<file path="src/hdl/mexp_pkg.sv">
// ----------------------------------------------------------------------------
// mexp_pkg
// Shared widths, types and status bundle for the modular exponentiation core.
// ----------------------------------------------------------------------------
package mexp_pkg;

	localparam int WIDTH = 32;
	// Signed headroom for 2*acc + x - 2*m with acc, x < m < 2^WIDTH.
	localparam int XW    = WIDTH + 3;
	localparam int CNT_W = $clog2(WIDTH);

	typedef logic [WIDTH-1:0]        word_t;
	typedef logic signed [XW-1:0]    ext_t;
	typedef logic [CNT_W-1:0]        cnt_t;

	// Status of the modular multiplier as seen by the sequencer.
	typedef struct packed {
		logic busy;
		logic done;
	} mm_status_t;

endpackage

</file>
<file path="src/hdl/mexp_modmul.sv">
// ----------------------------------------------------------------------------
// mexp_modmul
// Bit-serial modular multiplier: one multiplier bit per cycle, MSB first.
// ----------------------------------------------------------------------------
module mexp_modmul (
	input  logic                 clk,
	input  logic                 arst_n,
	input  logic                 start,
	input  mexp_pkg::word_t      x,
	input  mexp_pkg::word_t      y,
	input  mexp_pkg::word_t      m,
	output mexp_pkg::mm_status_t status,
	output mexp_pkg::word_t      product
);

	logic            busy_q;
	logic            done_q;
	mexp_pkg::cnt_t  cnt_q;
	mexp_pkg::word_t acc_q;
	mexp_pkg::word_t y_q;
	mexp_pkg::ext_t  a_x_q;
	mexp_pkg::ext_t  a_xm1_q;
	mexp_pkg::ext_t  a_xm2_q;
	mexp_pkg::ext_t  a_m1_q;
	mexp_pkg::ext_t  a_m2_q;

	mexp_pkg::ext_t  ext_x;
	mexp_pkg::ext_t  ext_m;
	mexp_pkg::ext_t  dbl;
	mexp_pkg::ext_t  add0;
	mexp_pkg::ext_t  add1;
	mexp_pkg::ext_t  add2;
	mexp_pkg::ext_t  t0;
	mexp_pkg::ext_t  t1;
	mexp_pkg::ext_t  t2;
	mexp_pkg::word_t acc_nxt;
	logic            ybit;

	assign ext_x = mexp_pkg::ext_t'({3'b000, x});
	assign ext_m = mexp_pkg::ext_t'({3'b000, m});
	assign dbl   = mexp_pkg::ext_t'({2'b00, acc_q, 1'b0});
	assign ybit  = y_q[mexp_pkg::WIDTH-1];

	// Three candidates 2*acc + x*bit - k*m, k = 0..2; keep the largest k that stays >= 0.
	always_comb begin
		add0 = ybit ? a_x_q   : '0;
		add1 = ybit ? a_xm1_q : a_m1_q;
		add2 = ybit ? a_xm2_q : a_m2_q;
		t0   = dbl + add0;
		t1   = dbl + add1;
		t2   = dbl + add2;
		priority if (!t2[mexp_pkg::XW-1]) begin
			acc_nxt = t2[mexp_pkg::WIDTH-1:0];
		end else if (!t1[mexp_pkg::XW-1]) begin
			acc_nxt = t1[mexp_pkg::WIDTH-1:0];
		end else begin
			acc_nxt = t0[mexp_pkg::WIDTH-1:0];
		end
	end

	always_ff @(posedge clk or negedge arst_n) begin
		if (!arst_n) begin
			busy_q <= 1'b0;
			done_q <= 1'b0;
			cnt_q  <= '0;
		end else begin
			done_q <= 1'b0;
			if (start && !busy_q) begin
				busy_q <= 1'b1;
				cnt_q  <= '0;
			end else if (busy_q) begin
				cnt_q <= cnt_q + mexp_pkg::cnt_t'(1);
				if (cnt_q == mexp_pkg::cnt_t'(mexp_pkg::WIDTH - 1)) begin
					busy_q <= 1'b0;
					done_q <= 1'b1;
				end
			end
		end
	end

	always_ff @(posedge clk) begin
		if (start && !busy_q) begin
			acc_q   <= '0;
			y_q     <= y;
			a_x_q   <= ext_x;
			a_xm1_q <= ext_x - ext_m;
			a_xm2_q <= ext_x - (ext_m <<< 1);
			a_m1_q  <= '0 - ext_m;
			a_m2_q  <= '0 - (ext_m <<< 1);
		end else if (busy_q) begin
			acc_q <= acc_nxt;
			y_q   <= {y_q[mexp_pkg::WIDTH-2:0], 1'b0};
		end
	end

	assign status.busy = busy_q;
	assign status.done = done_q;
	assign product     = acc_q;

endmodule

</file>
<file path="src/hdl/modular_exponentiation_core.sv">
// ----------------------------------------------------------------------------
// modular_exponentiation_core
// Computes base^exponent mod modulus by right-to-left square-and-multiply.
// ----------------------------------------------------------------------------
// Usage:
//   Command beat: drive base, exponent, modulus and raise start; the beat is
//   taken on a rising edge with start high and busy low. busy stays high
//   while the command is worked on and drops in the cycle that carries the
//   result beat, so the next command beat may be taken on the same edge.
//   Result beat: result is valid for exactly one cycle while done is high.
//   The receiver cannot stall; the beat must be taken in that cycle.
// Sequence:
//   All work goes through one bit-serial modular multiplier. The base is
//   first reduced by one pass (1 * base mod modulus). Then each exponent
//   bit up to the top set bit costs one squaring, plus one multiply when
//   the bit is set; the square after the top set bit is skipped. Worst
//   case (all ones): one multiply per exponent bit and one squaring per
//   bit below the top. Exponent 0 finishes after the reduction pass;
//   modulus 0 yields 0 without a multiplier pass.
// Throughput: one command at a time.
// Reset: arst_n clears the sequencer and the multiplier; no beat is pending.
// ----------------------------------------------------------------------------
module modular_exponentiation_core (
	input  logic                  clk,
	input  logic                  arst_n,
	input  logic                  start,
	input  mexp_pkg::word_t       base,
	input  mexp_pkg::word_t       exponent,
	input  mexp_pkg::word_t       modulus,
	output logic                  busy,
	output logic                  done,
	output mexp_pkg::word_t       result
);

	// Sequencer states.
	localparam logic [2:0] ST_IDLE = 3'd0;
	localparam logic [2:0] ST_ZERO = 3'd1;  // modulus of zero: answer 0
	localparam logic [2:0] ST_RED  = 3'd2;  // reduce base mod modulus
	localparam logic [2:0] ST_MUL  = 3'd3;  // acc = acc * sq
	localparam logic [2:0] ST_SQR  = 3'd4;  // sq = sq * sq

	logic [2:0]           state_q;
	logic [2:0]           state_nxt;
	mexp_pkg::word_t      acc_q;
	mexp_pkg::word_t      sq_q;
	mexp_pkg::word_t      exp_q;
	mexp_pkg::word_t      m_q;
	logic                 done_q;
	mexp_pkg::word_t      result_q;

	mexp_pkg::word_t      acc_nxt;
	mexp_pkg::word_t      sq_nxt;
	mexp_pkg::word_t      exp_nxt;
	mexp_pkg::word_t      exp_shr;
	mexp_pkg::word_t      one_mod;
	logic                 launch;
	mexp_pkg::word_t      op_x;
	mexp_pkg::word_t      op_y;
	mexp_pkg::word_t      op_m;
	logic                 fin;
	mexp_pkg::word_t      fin_val;

	mexp_pkg::mm_status_t mm_status;
	mexp_pkg::word_t      mm_product;

	mexp_modmul u_modmul (
		.clk     (clk),
		.arst_n  (arst_n),
		.start   (launch),
		.x       (op_x),
		.y       (op_y),
		.m       (op_m),
		.status  (mm_status),
		.product (mm_product)
	);

	// 1 mod m: zero when the modulus is one.
	assign one_mod = (m_q == mexp_pkg::word_t'(1)) ? '0 : mexp_pkg::word_t'(1);
	assign exp_shr = exp_q >> 1;

	always_comb begin
		state_nxt = state_q;
		acc_nxt   = acc_q;
		sq_nxt    = sq_q;
		exp_nxt   = exp_q;
		launch    = 1'b0;
		op_x      = acc_q;
		op_y      = sq_q;
		op_m      = m_q;
		fin       = 1'b0;
		fin_val   = acc_q;
		unique case (state_q)
			ST_IDLE: begin
				// Reduction pass: (1 mod m) * base, scanning all base bits.
				op_m = modulus;
				op_x = (modulus == mexp_pkg::word_t'(1)) ? '0 : mexp_pkg::word_t'(1);
				op_y = base;
				if (start) begin
					exp_nxt = exponent;
					if (modulus == '0) begin
						state_nxt = ST_ZERO;
					end else begin
						launch    = 1'b1;
						state_nxt = ST_RED;
					end
				end
			end
			ST_ZERO: begin
				fin       = 1'b1;
				fin_val   = '0;
				state_nxt = ST_IDLE;
			end
			ST_RED: begin
				if (mm_status.done) begin
					acc_nxt = one_mod;
					sq_nxt  = mm_product;
					// Decide on the lowest exponent bit.
					if (exp_q == '0) begin
						fin       = 1'b1;
						fin_val   = one_mod;
						state_nxt = ST_IDLE;
					end else if (exp_q[0]) begin
						launch    = 1'b1;
						op_x      = one_mod;
						op_y      = mm_product;
						state_nxt = ST_MUL;
					end else begin
						launch    = 1'b1;
						op_x      = mm_product;
						op_y      = mm_product;
						state_nxt = ST_SQR;
					end
				end
			end
			ST_MUL: begin
				if (mm_status.done) begin
					acc_nxt = mm_product;
					// Drop the final square when no higher bit is set.
					if (exp_shr == '0) begin
						fin       = 1'b1;
						fin_val   = mm_product;
						state_nxt = ST_IDLE;
					end else begin
						launch    = 1'b1;
						op_x      = sq_q;
						op_y      = sq_q;
						state_nxt = ST_SQR;
					end
				end
			end
			ST_SQR: begin
				if (mm_status.done) begin
					sq_nxt  = mm_product;
					exp_nxt = exp_shr;
					// Advance to the next exponent bit.
					if (exp_shr == '0) begin
						fin       = 1'b1;
						fin_val   = acc_q;
						state_nxt = ST_IDLE;
					end else if (exp_shr[0]) begin
						launch    = 1'b1;
						op_x      = acc_q;
						op_y      = mm_product;
						state_nxt = ST_MUL;
					end else begin
						launch    = 1'b1;
						op_x      = mm_product;
						op_y      = mm_product;
						state_nxt = ST_SQR;
					end
				end
			end
			default: begin
				state_nxt = ST_IDLE;
			end
		endcase
	end

	always_ff @(posedge clk or negedge arst_n) begin
		if (!arst_n) begin
			state_q <= ST_IDLE;
			done_q  <= 1'b0;
		end else begin
			state_q <= state_nxt;
			done_q  <= fin;
		end
	end

	// Payload registers: hold operands between multiplier passes.
	always_ff @(posedge clk) begin
		acc_q <= acc_nxt;
		sq_q  <= sq_nxt;
		exp_q <= exp_nxt;
		if (state_q == ST_IDLE && start) begin
			m_q <= modulus;
		end
		if (fin) begin
			result_q <= fin_val;
		end
	end

	assign busy   = (state_q != ST_IDLE);
	assign done   = done_q;
	assign result = result_q;

endmodule

</file>
<file path="config.mk">
export PLATFORM = sky130hd
export DESIGN_NAME = modular_exponentiation_core
export DESIGN_NICKNAME = d
export VERILOG_FILES = /design/src/hdl/mexp_pkg.sv /design/src/hdl/mexp_modmul.sv /design/src/hdl/modular_exponentiation_core.sv
export SDC_FILE = /design/constraint.sdc
export NUM_CORES = 1
export LEC_CHECK = 0
export ABC_CLOCK_PERIOD_IN_PS = 9100
export BUFFER_PORTS_ARGS = -buffer_cell sky130_fd_sc_hd__clkbuf_2
export CAP_MARGIN = 20
export CORE_MARGIN = 2
export CORE_UTILIZATION = 55
export CTS_CLUSTER_SIZE = 14
export DETAILED_ROUTE_END_ITERATION = 8
export GPL_TIMING_DRIVEN = 1
export PLACE_DENSITY_LB_ADDON = 0.05
export REMOVE_ABC_BUFFERS = 1
export SKIP_LAST_GASP = 1
export SLEW_MARGIN = 20
export SYNTH_ARGS = -nofsm -noshare
export SYNTH_HDL_FRONTEND = slang
export SYNTH_SLANG_ARGS = --single-unit
</file>
<file path="constraint.sdc">
create_clock -name clk -period 9.1 [get_ports clk]
set_input_delay 2.73 -clock clk [delete_from_list [all_inputs] [get_ports clk]]
set_output_delay 2.73 -clock clk [all_outputs]
set_load 0.1 [all_outputs]
</file>
Word level (Yosys, flattened, before mapping):

Cells that the tools add are included.

* register bits: 407
* logic and storage cells: 119
* input port bits: 99
* memory bits (writable): 0
* output and inout port bits: 34
* latch bits: 0
* memories kept: 0
* memory bits (read-only): 0

* reductions and logical operators: 17
* equal/unequal tests: 11
* multiplexer cells: 66
* divide/modulo/power cells: 0
* add/subtract/negate cells: 8
* shift-type cells: 0
* $lt $le $gt $ge: 0
* bitwise logic cells: 0
* multiply operators: 0

Operators with widths (number)
* $mux W32: 26
* $pmux W32 S3: 2
* $pmux W32 S2: 2
* $pmux W32 S4: 1
* $logic_not A32 Y1: 3
* $add A34 B35 Y35: 2
* $mux W35: 2
* $eq A32 B1 Y1 const B: 2
* $sub A1 B33 Y34 const A: 1
* $sub A32 B33 Y34: 1
* $sub A1 B32 Y33 const A: 1
* $sub A32 B32 Y33: 1
* $add A32 B32 Y32: 1
* $mux W3: 9
* $mux W1: 18
* $pmux W3 S4: 1
* $mux W5: 2
* $eq A3 B2 Y1 const B: 2
* $ne A2 B1 Y1 const B: 3
* $pmux W1 S3: 2
* $reduce_and A3 Y1: 2
* $reduce_bool A2 Y1: 3
* $add A5 B1 Y5 const B: 1
* $eq A5 B5 Y1 const B: 1
* other kinds (11): 13

Logic depth before layout (Yosys ltp):

Gate-level depths: netlist of run 1.

* word-level depth: 7
* depth in mapped cells: 20
* mapped depth without buffers: 18

By module:

From an unflattened synthesis of run 1, not the netlist that was laid out.

* cell total of the unflattened synthesis: 2451
* area total of the unflattened synthesis: 24166.9 µm²

Modules (own cells, without submodules)
* mexp_modmul: area an instance 16124.2 µm², times used 1, seq. area each 5710.5 µm², cells each 1741
* modular_exponentiation_core: area an instance 8042.7 µm², times used 1, seq. area each 4904.7 µm², cells each 710

Worst setup path before layout of run 1:

Ideal clock, no wire load.

* kind: input port to flip-flop
* from: in modulus[2]
* to: reg u_modmul.y_q[22] (data pin)
* setup time: 0.463 ns
* buffers on the path: 1
* data required time: 8.637 ns
* cell stages on the path: 8
* setup slack: 1.256 ns
* arrival: 7.381 ns
* path through: nor3_1 > nand4_1 > nor3_1 > nor2_1 > a21oi_1 > nor2_1 > clkbuf_1 > a31oi_1

* longest elaborated chain between the ends: 6

Ends and longest elaborated chain
* from (decl): RTL line modular_exponentiation_core.sv:29 `input mexp_pkg::word_t modulus,`
* $logic_not A32 Y1: RTL line modular_exponentiation_core.sv:100 `if (modulus == '0) begin`
* $mux W1: RTL line modular_exponentiation_core.sv:100
* $mux W1: RTL line modular_exponentiation_core.sv:98 `if (start) begin`
* $pmux W1 S3: RTL line modular_exponentiation_core.sv:92 `unique case (state_q)`
* $logic_and A1 B1 Y1: RTL line mexp_modmul.sv:82 `if (start && !busy_q) begin`
* $mux W32: RTL line mexp_modmul.sv:82
* to (signal assigned): RTL line mexp_modmul.sv:84 `y_q <= y;`
* to (signal assigned): RTL line mexp_modmul.sv:92 `y_q <= {y_q[mexp_pkg::WIDTH-2:0], 1'b0};`
* to (decl): RTL line mexp_modmul.sv:20 `mexp_pkg::word_t y_q;`

No other way between the ends.
A chain may end at the register's enable or synchronous reset.

Worst setup path in the final report of run 1:

* from: in modulus[23]
* to: reg u_modmul.a_xm1_q[30] (data pin)

* longest elaborated chain between the ends: 4
* elaborated cells on any way between the ends: 5
* classes of those cells: add/sub: 1; eq/ne: 1; mux: 3

Ends and longest elaborated chain
* $eq A32 B1 Y1: RTL line modular_exponentiation_core.sv:96 `op_x = (modulus == mexp_pkg::word_t'(1)) ? '0 : mexp_pkg::word_t'(1);`
* $mux W1: RTL line modular_exponentiation_core.sv:96
* $pmux W32 S4: RTL line modular_exponentiation_core.sv:92
* $sub A32 B32 Y33 (*): RTL line mexp_modmul.sv:86 `a_xm1_q <= ext_x - ext_m;`
* to (signal assigned): RTL line mexp_modmul.sv:86
* to (decl): RTL line mexp_modmul.sv:22 `mexp_pkg::ext_t a_xm1_q;`

Mark *: on every way between the ends. The rest lies on a longest branch, timed or not.

==> results of run 1 <==
power by group through the flow:
stage | logic (mW) | registers (mW) | clock network [mW]
3_3_place_gp | 4.48 | 2.48 | 0
2_1_floorplan | 3.42 | 2.41 | 0
6_report | 4.66 | 2.46 | 1.81
4_1_cts | 4.60 | 2.45 | 1.84
5_1_grt | 5.16 | 2.48 | 1.91
3_5_place_dp | 4.57 | 2.48 | 0
metal layers:
metal	global-route usage, %	vias up	part of all wire [%]
met4	8.79	0	2.5
met3	4.69	104	7.8
met2	44.1	846	42
met1	46.6	9706	48
li1	-	9728	-
met5	0	-	0
sequential cells by signal (all words and copies together) (netlist names), 3 cells and up:
register          cells
u_modmul.y_q         32
sq_q                 32
u_modmul.a_m1_q      33
u_modmul.a_x_q       31
m_q                  32
state_q               3
result               32
exp_q                32
u_modmul.product     32
u_modmul.cnt_q        5
acc_q                32
u_modmul.a_xm2_q     34
u_modmul.a_xm1_q     33
cell families (layout without fill, tap and decap cells):
family          Yosys count  in the layout  synth area share, %
simple gates            890            890                 16.9
compound gates          748            748                 20.3
flops                   366            366                 43.9
buf+inv                 185            341                 2.97
fa+ha+maj               163            163                 8.59
xor+xnor                152            152                 5.51
mux                      45             45                 1.91
final cells by class:
cell class / count / area, um^2 / area share (%)
flip-flops and latches: 366 / 10600 / 39.2
well taps: 585 / 732 / 2.70
repair buffers: 174 / 1010 / 3.72
clock buffers: 52 / 1130 / 4.17
multi-input cells: 1998 / 12900 / 47.7
inverters: 90 / 340 / 1.26
clock inverters: 25 / 338 / 1.25
through the flow:
| stage | hold slack (ns) | power, mW | instance area, um^2 | util, % | instances |
|---|---|---|---|---|---|
| after floorplan | 0.476 | 5.83 | 23800 | - | 2454 |
| after CTS | 0.516 | 8.88 | 27100 | 62.6 | 3290 |
| after global placement | 0.501 | 6.96 | 25600 | 59.1 | 3212 |
| after detailed placement | 0.509 | 7.05 | 25600 | 59.2 | 3213 |
| after global routing | 0.552 | 9.55 | 27100 | 62.6 | 3290 |
| final | 0.518 | 8.93 | 27100 | 62.6 | 3290 |
cell usage in the layout (no fill, tap or decap), drive strengths merged, types with 10 or more instances in the layout:
cell type / instances
inv: 93
a211oi: 22
nor2: 152
mux2i: 42
a21oi: 208
edfxtp: 323
nand2b: 51
nor4: 25
o22ai: 11
nand4: 14
clkbuf: 184
nor2b: 18
a31oi: 51
o21a: 28
xor2: 53
o31a: 10
and3: 18
clkinv: 14
a21o: 66
o31ai: 12
o21ai: 135
dfxtp: 32
or3: 12
nand3: 39
dfrtp: 11
nand2: 447
buf: 42
xnor2: 99
a22oi: 70
nor3: 40
o21bai: 16
o211ai: 25
and2: 44
ha: 158
worst paths after layout:
check | end | slack [ns] | start | depth (start not counted)
worst max-delay path | u_modmul.a_xm1_q[30] | 2.27 | modulus[23] | 18
worst min-delay path | u_modmul.cnt_q[0] | 0.52 | u_modmul.cnt_q[0] | 1
worst max register to register | u_modmul.a_xm2_q[33] | 2.85 | exp_q[6] | 16
worst min register to register | u_modmul.cnt_q[0] | 0.52 | u_modmul.cnt_q[0] | 1
max in group asynchronous | done | 6.80 | arst_n | 1
min in group asynchronous | state_q[0] | 2.04 | arst_n | 1
worst max-delay path, delay by kind of cell:
kind | cells | cell delay (ns)
AOI/OAI and AO/OA | 8 | 1.89
and+or+nand+nor | 7 | 1.99
adders and majority gates | 2 | 0.49
buffers and inverters | 1 | 0.10
==> impl_metrics.toml, run 1 <==
[power_and_ir_drop]
p_per_area_nw_per_um2 = 330
combPwrFrac_pct = 52.2
peakVddDrop_mv = 0.157
switching_power_mw = 3.80
p_seq_share_pct = 27.5
p_int_mw = 5.14
clockPowerShare_pct = 20.3
leakagePower_nw = 11.4
switching_share_pct = 42.5

[synthesis]
synth-async-reset-ratio_pct = 3.01
yosysWarnings = 0
synthDistinctLibCells = 90
netlist_top_cells_area = "edfxtp_1 (40%), ha_1 (8.2%), nand2_1 (6.9%)"
ys_seq_area_share_pct = 43.9
syn_avg_cell_area_um2 = 9.49
synth_edf_count = 323
synth-seq-cells = 366
synth-main-ff-cell = "edfxtp_1"
synth.most_common_cell = "nand2_1"
synthTopCellsByCount = "nand2_1 (446), edfxtp_1 (323), a21oi_1 (206)"
synth.top_cell.area_share_pct = 40.1
syn_inst = 2549
syn_area_um2 = 24200
yosys.area.top_type = "edfxtp_1"

[routing]
drtAntennaViolNets = 0
via_per_inst = 6.20
dr.pass1.iters = 6
vias = 20400
drc = 0
drt_iter0_drc = 2164
wirelength_um = 68900
drt-wirelength-per-cell_um = 21.0

[cts]
ctsLongestPathBuffers = 3
cts_hold_buf = 0
path_clk_slew_ns = 0.06
cts-root-buf = "clkbuf_16"
cts.sinks = 366
numCtsBuffers = 42
clk_latency_ns = 0.57
cts_tree = "yes"
cts-resized-gates = 0
htreeDepth = 2
post-cts-setup-buffer-count = 0

[die]
rows = 76
start_util_pct = 55.9
coreArea_um2 = 43300
boundaryPins = 133
dieHeight_um = 214
die_area_um2 = 45700
die_x_um = 214

[setup_path]
critical_path.slowest_cell = "nor4_1"
crit_type = "in2reg"
start_kind = "input port"
critical_path.endpoint_type = "register"
cp_max_fo = 5
worst_ep_arrival_time_ns = 7.19
crit_chain = "clkbuf_2 -> nor4_1 -> nand4_1 -> nor2_1 -> nand2_1 -> a22o_1 -> nor3b_1 -> ha_1 -> fa_1 -> nor2b_1 -> o31a_1 -> o21ai_0 -> a21oi_1 -> a21oi_2 -> o22ai_2 -> a311o_1 -> or2_0 -> o311ai_1"
cpPeakStageDelay_ns = 0.82
critical_path_required_ns = 9.47

[placed_design]
dp_slack_ns = 1.79
gp_congestion = 0.943
dp_hpwl_um = 51800
io_buffer_count = 132

[layout]
diodes = 0
drive_above_1_share_pct = 10.7
layout.nets = 2934
areaGrowthSynthToFinish_pct = 12.0
n_fill_cell = 3659

[global_route]
gr-usage-all-layers_pct = 30.3
grt_max_degree = 137
grt_overflow = 0
grt_pass1_vias = 19000
grt_pass1_wl_um = 107000
antenna_found_initial = 1

[flow_run]
drv_cap = 0

[sta]
period_needed_ns = 6.83
fmax_mhz = 146
slew_headroom_pct = 16.1
tightest_slew_ns = 1.25
fin_crit_sh_pct = 75.0
maxSlewViolCount = 0
fin_ws_ns = 2.27
finalSetupTns_ns = 0
rsz0062_at_grt = "no"
finalHoldViolCount = 0
finalSetupViolations = 0
clock_skew_ns = 0.0262

[min_path]
hold_class = "reg2reg"

[status]
status = "completed"
Power figures use the tool's default switching activity.
==> run 2: changes to the inputs <==
--- a/config.mk
+++ b/config.mk
@@ -5,7 +5,7 @@
 export SDC_FILE = /design/constraint.sdc
 export NUM_CORES = 1
 export LEC_CHECK = 0
-export ABC_CLOCK_PERIOD_IN_PS = 9100
+export ABC_CLOCK_PERIOD_IN_PS = 6200
 export BUFFER_PORTS_ARGS = -buffer_cell sky130_fd_sc_hd__clkbuf_2
 export CAP_MARGIN = 20
 export CORE_MARGIN = 2
==> constraint.sdc (replaced) <==
create_clock -name clk -period 6.2 [get_ports clk]
set_input_delay 1.86 -clock clk [delete_from_list [all_inputs] [get_ports clk]]
set_output_delay 1.86 -clock clk [all_outputs]
set_load 0.1 [all_outputs]
==> run 2 against run 1 <==
Effect of this change:
- sequential share of layout area is 0.29 points lower
- critical path depth stayed put
- non-clock buffer count is 41 higher
- hold slack better by 0.0033 ns
- via count is 0.96% lower
- worst setup slack worse by 1.6 ns
- die area stayed put
- power is 45% higher
- final cell count is 1.2% higher
- register-to-register slack worse by 2.2 ns
- clock skew is 0.0059 ns lower
- critical path type is now reg2reg
- largest cell class unchanged
==> impl_metrics.toml, run 2 (synthesis gave the netlist of run 1 again) <==
[routing]
drt_iter0_drc = 1859
drt-wirelength-per-cell_um = 20.5
via_per_inst = 6.06
wirelength_um = 68300
drc = 0
vias = 20200
dr.pass1.iters = 5
drtAntennaViolNets = 0

[cts]
cts-root-buf = "clkbuf_16"
numCtsBuffers = 42
cts_tree = "yes"
ctsLongestPathBuffers = 3
path_clk_slew_ns = 0.06
cts.sinks = 366
clk_latency_ns = 0.59
cts_hold_buf = 0
htreeDepth = 2

[placed_design]
dp_hpwl_um = 51900
place_area_um2 = 25900
io_buffer_count = 132
gp_congestion = 0.934
dpl.cell_count = 3253

[status]
status = "completed"

[layout]
reg.largest.list = "u_modmul.a_xm2_q (34), u_modmul.a_m1_q (33), u_modmul.a_xm1_q (33)"
top_register = "u_modmul.a_xm2_q"
final_cell_mix = "nand2_1 (446), edfxtp_1 (323), a21oi_1 (204), ha_1 (158), nor2_1 (147)"
diodes = 0
n_fill_cell = 3590
fin_cells = 3329
drive_above_1_share_pct = 11.9
layout.nets = 2975
largest_reg_flops = 34
areaGrowthSynthToFinish_pct = 12.9
postLayoutCellArea_um2 = 27300
layout_commonest_cell = "nand2_1"

[global_route]
grt_pass1_wl_um = 107000
gr-usage-all-layers_pct = 30.2
grt_max_degree = 135
grt_overflow = 0
grt_pass1_vias = 19100
antenna_found_initial = 1

[die]
dieHeight_um = 214
coreArea_um2 = 43300
boundaryPins = 133
die_area_um2 = 45700
start_util_pct = 55.9
die_x_um = 214
rows = 76

[setup_path]
start_kind = "register"
cp_max_fo = 28
ff2ff_setup_slack_ns = 0.65
crit_chain = "nor4_1 -> nand4_1 -> o2111ai_1 -> and2_1 -> buf_4 -> a21oi_1 -> fa_1 -> nor2b_1 -> o31a_1 -> o2111ai_1 -> a211oi_1 -> o311a_1 -> o21ai_0 -> buf_4 -> a311o_1 -> buf_4 -> nand4b_1 -> o211ai_1"
critical_path.slowest_cell = "o2111ai_1"
critPathMostFrequentCell = "buf_4"
cpPeakStageDelay_ns = 0.53
critical_path_required_ns = 6.49
critical_path.endpoint_type = "register"
worst_ep_arrival_time_ns = 5.84
r2r_end = "u_modmul.a_xm2_q[33]"
timing.rr.start = "exp_q[6]"
reg2reg_depth = 18
crit_type = "reg2reg"

[power_and_ir_drop]
leakagePower_nw = 11.5
p_total_mw = 13.0
peakVddDrop_mv = 0.212
p_per_area_nw_per_um2 = 476

[sta]
maxSlewViolCount = 0
clock_skew_ns = 0.0202
fin_crit_sh_pct = 89.5
tightest_slew_ns = 1.04
period_needed_ns = 5.55
slew_headroom_pct = 30.0
finalSetupViolations = 0
holdWs_ns = 0.521
finalHoldViolCount = 0
fmax_mhz = 180
rsz0062_at_grt = "no"

[min_path]
worstHoldStart = "u_modmul.cnt_q[0]"
min_path_cells = 1
hold_path_end = "u_modmul.cnt_q[0]"
hold_class = "reg2reg"

[flow_run]
drv_cap = 0
run 2: what timing repair did:
| action | CTS | global route |
|---|---|---|
| gates resized for setup | 0 | 1 |
| endpoints found under the hold margin | 0 | 0 |
| setup endpoints to repair | 0 | 2 |
| buffers inserted | 0 | 0 |
run 2: layout make-up:
| type | instances | area, um^2 | share of cell area, % |
|---|---|---|---|
| multi-input combinational | 1998 | 12900 | 47.3 |
| sequential | 366 | 10600 | 38.9 |
| timing repair buffer | 215 | 1320 | 4.84 |
| clock buffer | 50 | 1140 | 4.19 |
| tap | 585 | 732 | 2.68 |
| inverter | 90 | 340 | 1.25 |
| clock inverter | 25 | 226 | 0.830 |
run 2: how the worst max path moves through the flow:
stage,end,cells after the start,from
after floorplan,u_modmul.y_q[10],7,modulus[2]
final,u_modmul.a_xm2_q[33],18,exp_q[6]
after CTS,u_modmul.a_xm1_q[30],19,exp_q[6]
after global routing,u_modmul.a_xm1_q[33],19,exp_q[10]
after global placement,u_modmul.a_xm1_q[30],18,modulus[22]
after detailed placement,u_modmul.a_xm1_q[30],18,modulus[2]
run 2: per-stage QoR:
stage	setup WS (ns)	setup TNS, ns	utilization (%)
global route	0.0770	0	63.1
floorplan	-4.26	-684.18	-
global placement	0.375	0	59.9
finish	0.650	0	63.1
detailed placement	0.166	0	59.9
CTS	0.644	0	63.0
run 2: routing by layer:
| layer | global-route usage [%] | share of wire, % | vias up |
|---|---|---|---|
| met5 | 0 | 0 | - |
| met4 | 8.24 | 2.2 | 0 |
| met3 | 4.54 | 7.9 | 97 |
| met2 | 44.2 | 42 | 779 |
| met1 | 46.4 | 48 | 9514 |
| li1 | - | - | 9799 |
run 2: critical path: cells and delay by family, from the launching register on:
kind,cells,cell delay (ns)
simple gates,5,1.24
buf+inv,3,0.68
compound gates,9,2.40
flops,1,0.39
fa+ha+maj,1,0.52
run 2: power breakdown:
group / switching (mW) / internal (mW)
Combinational: 4.02 / 2.81
Sequential: 0.470 / 3.15
Clock: 1.05 / 1.48
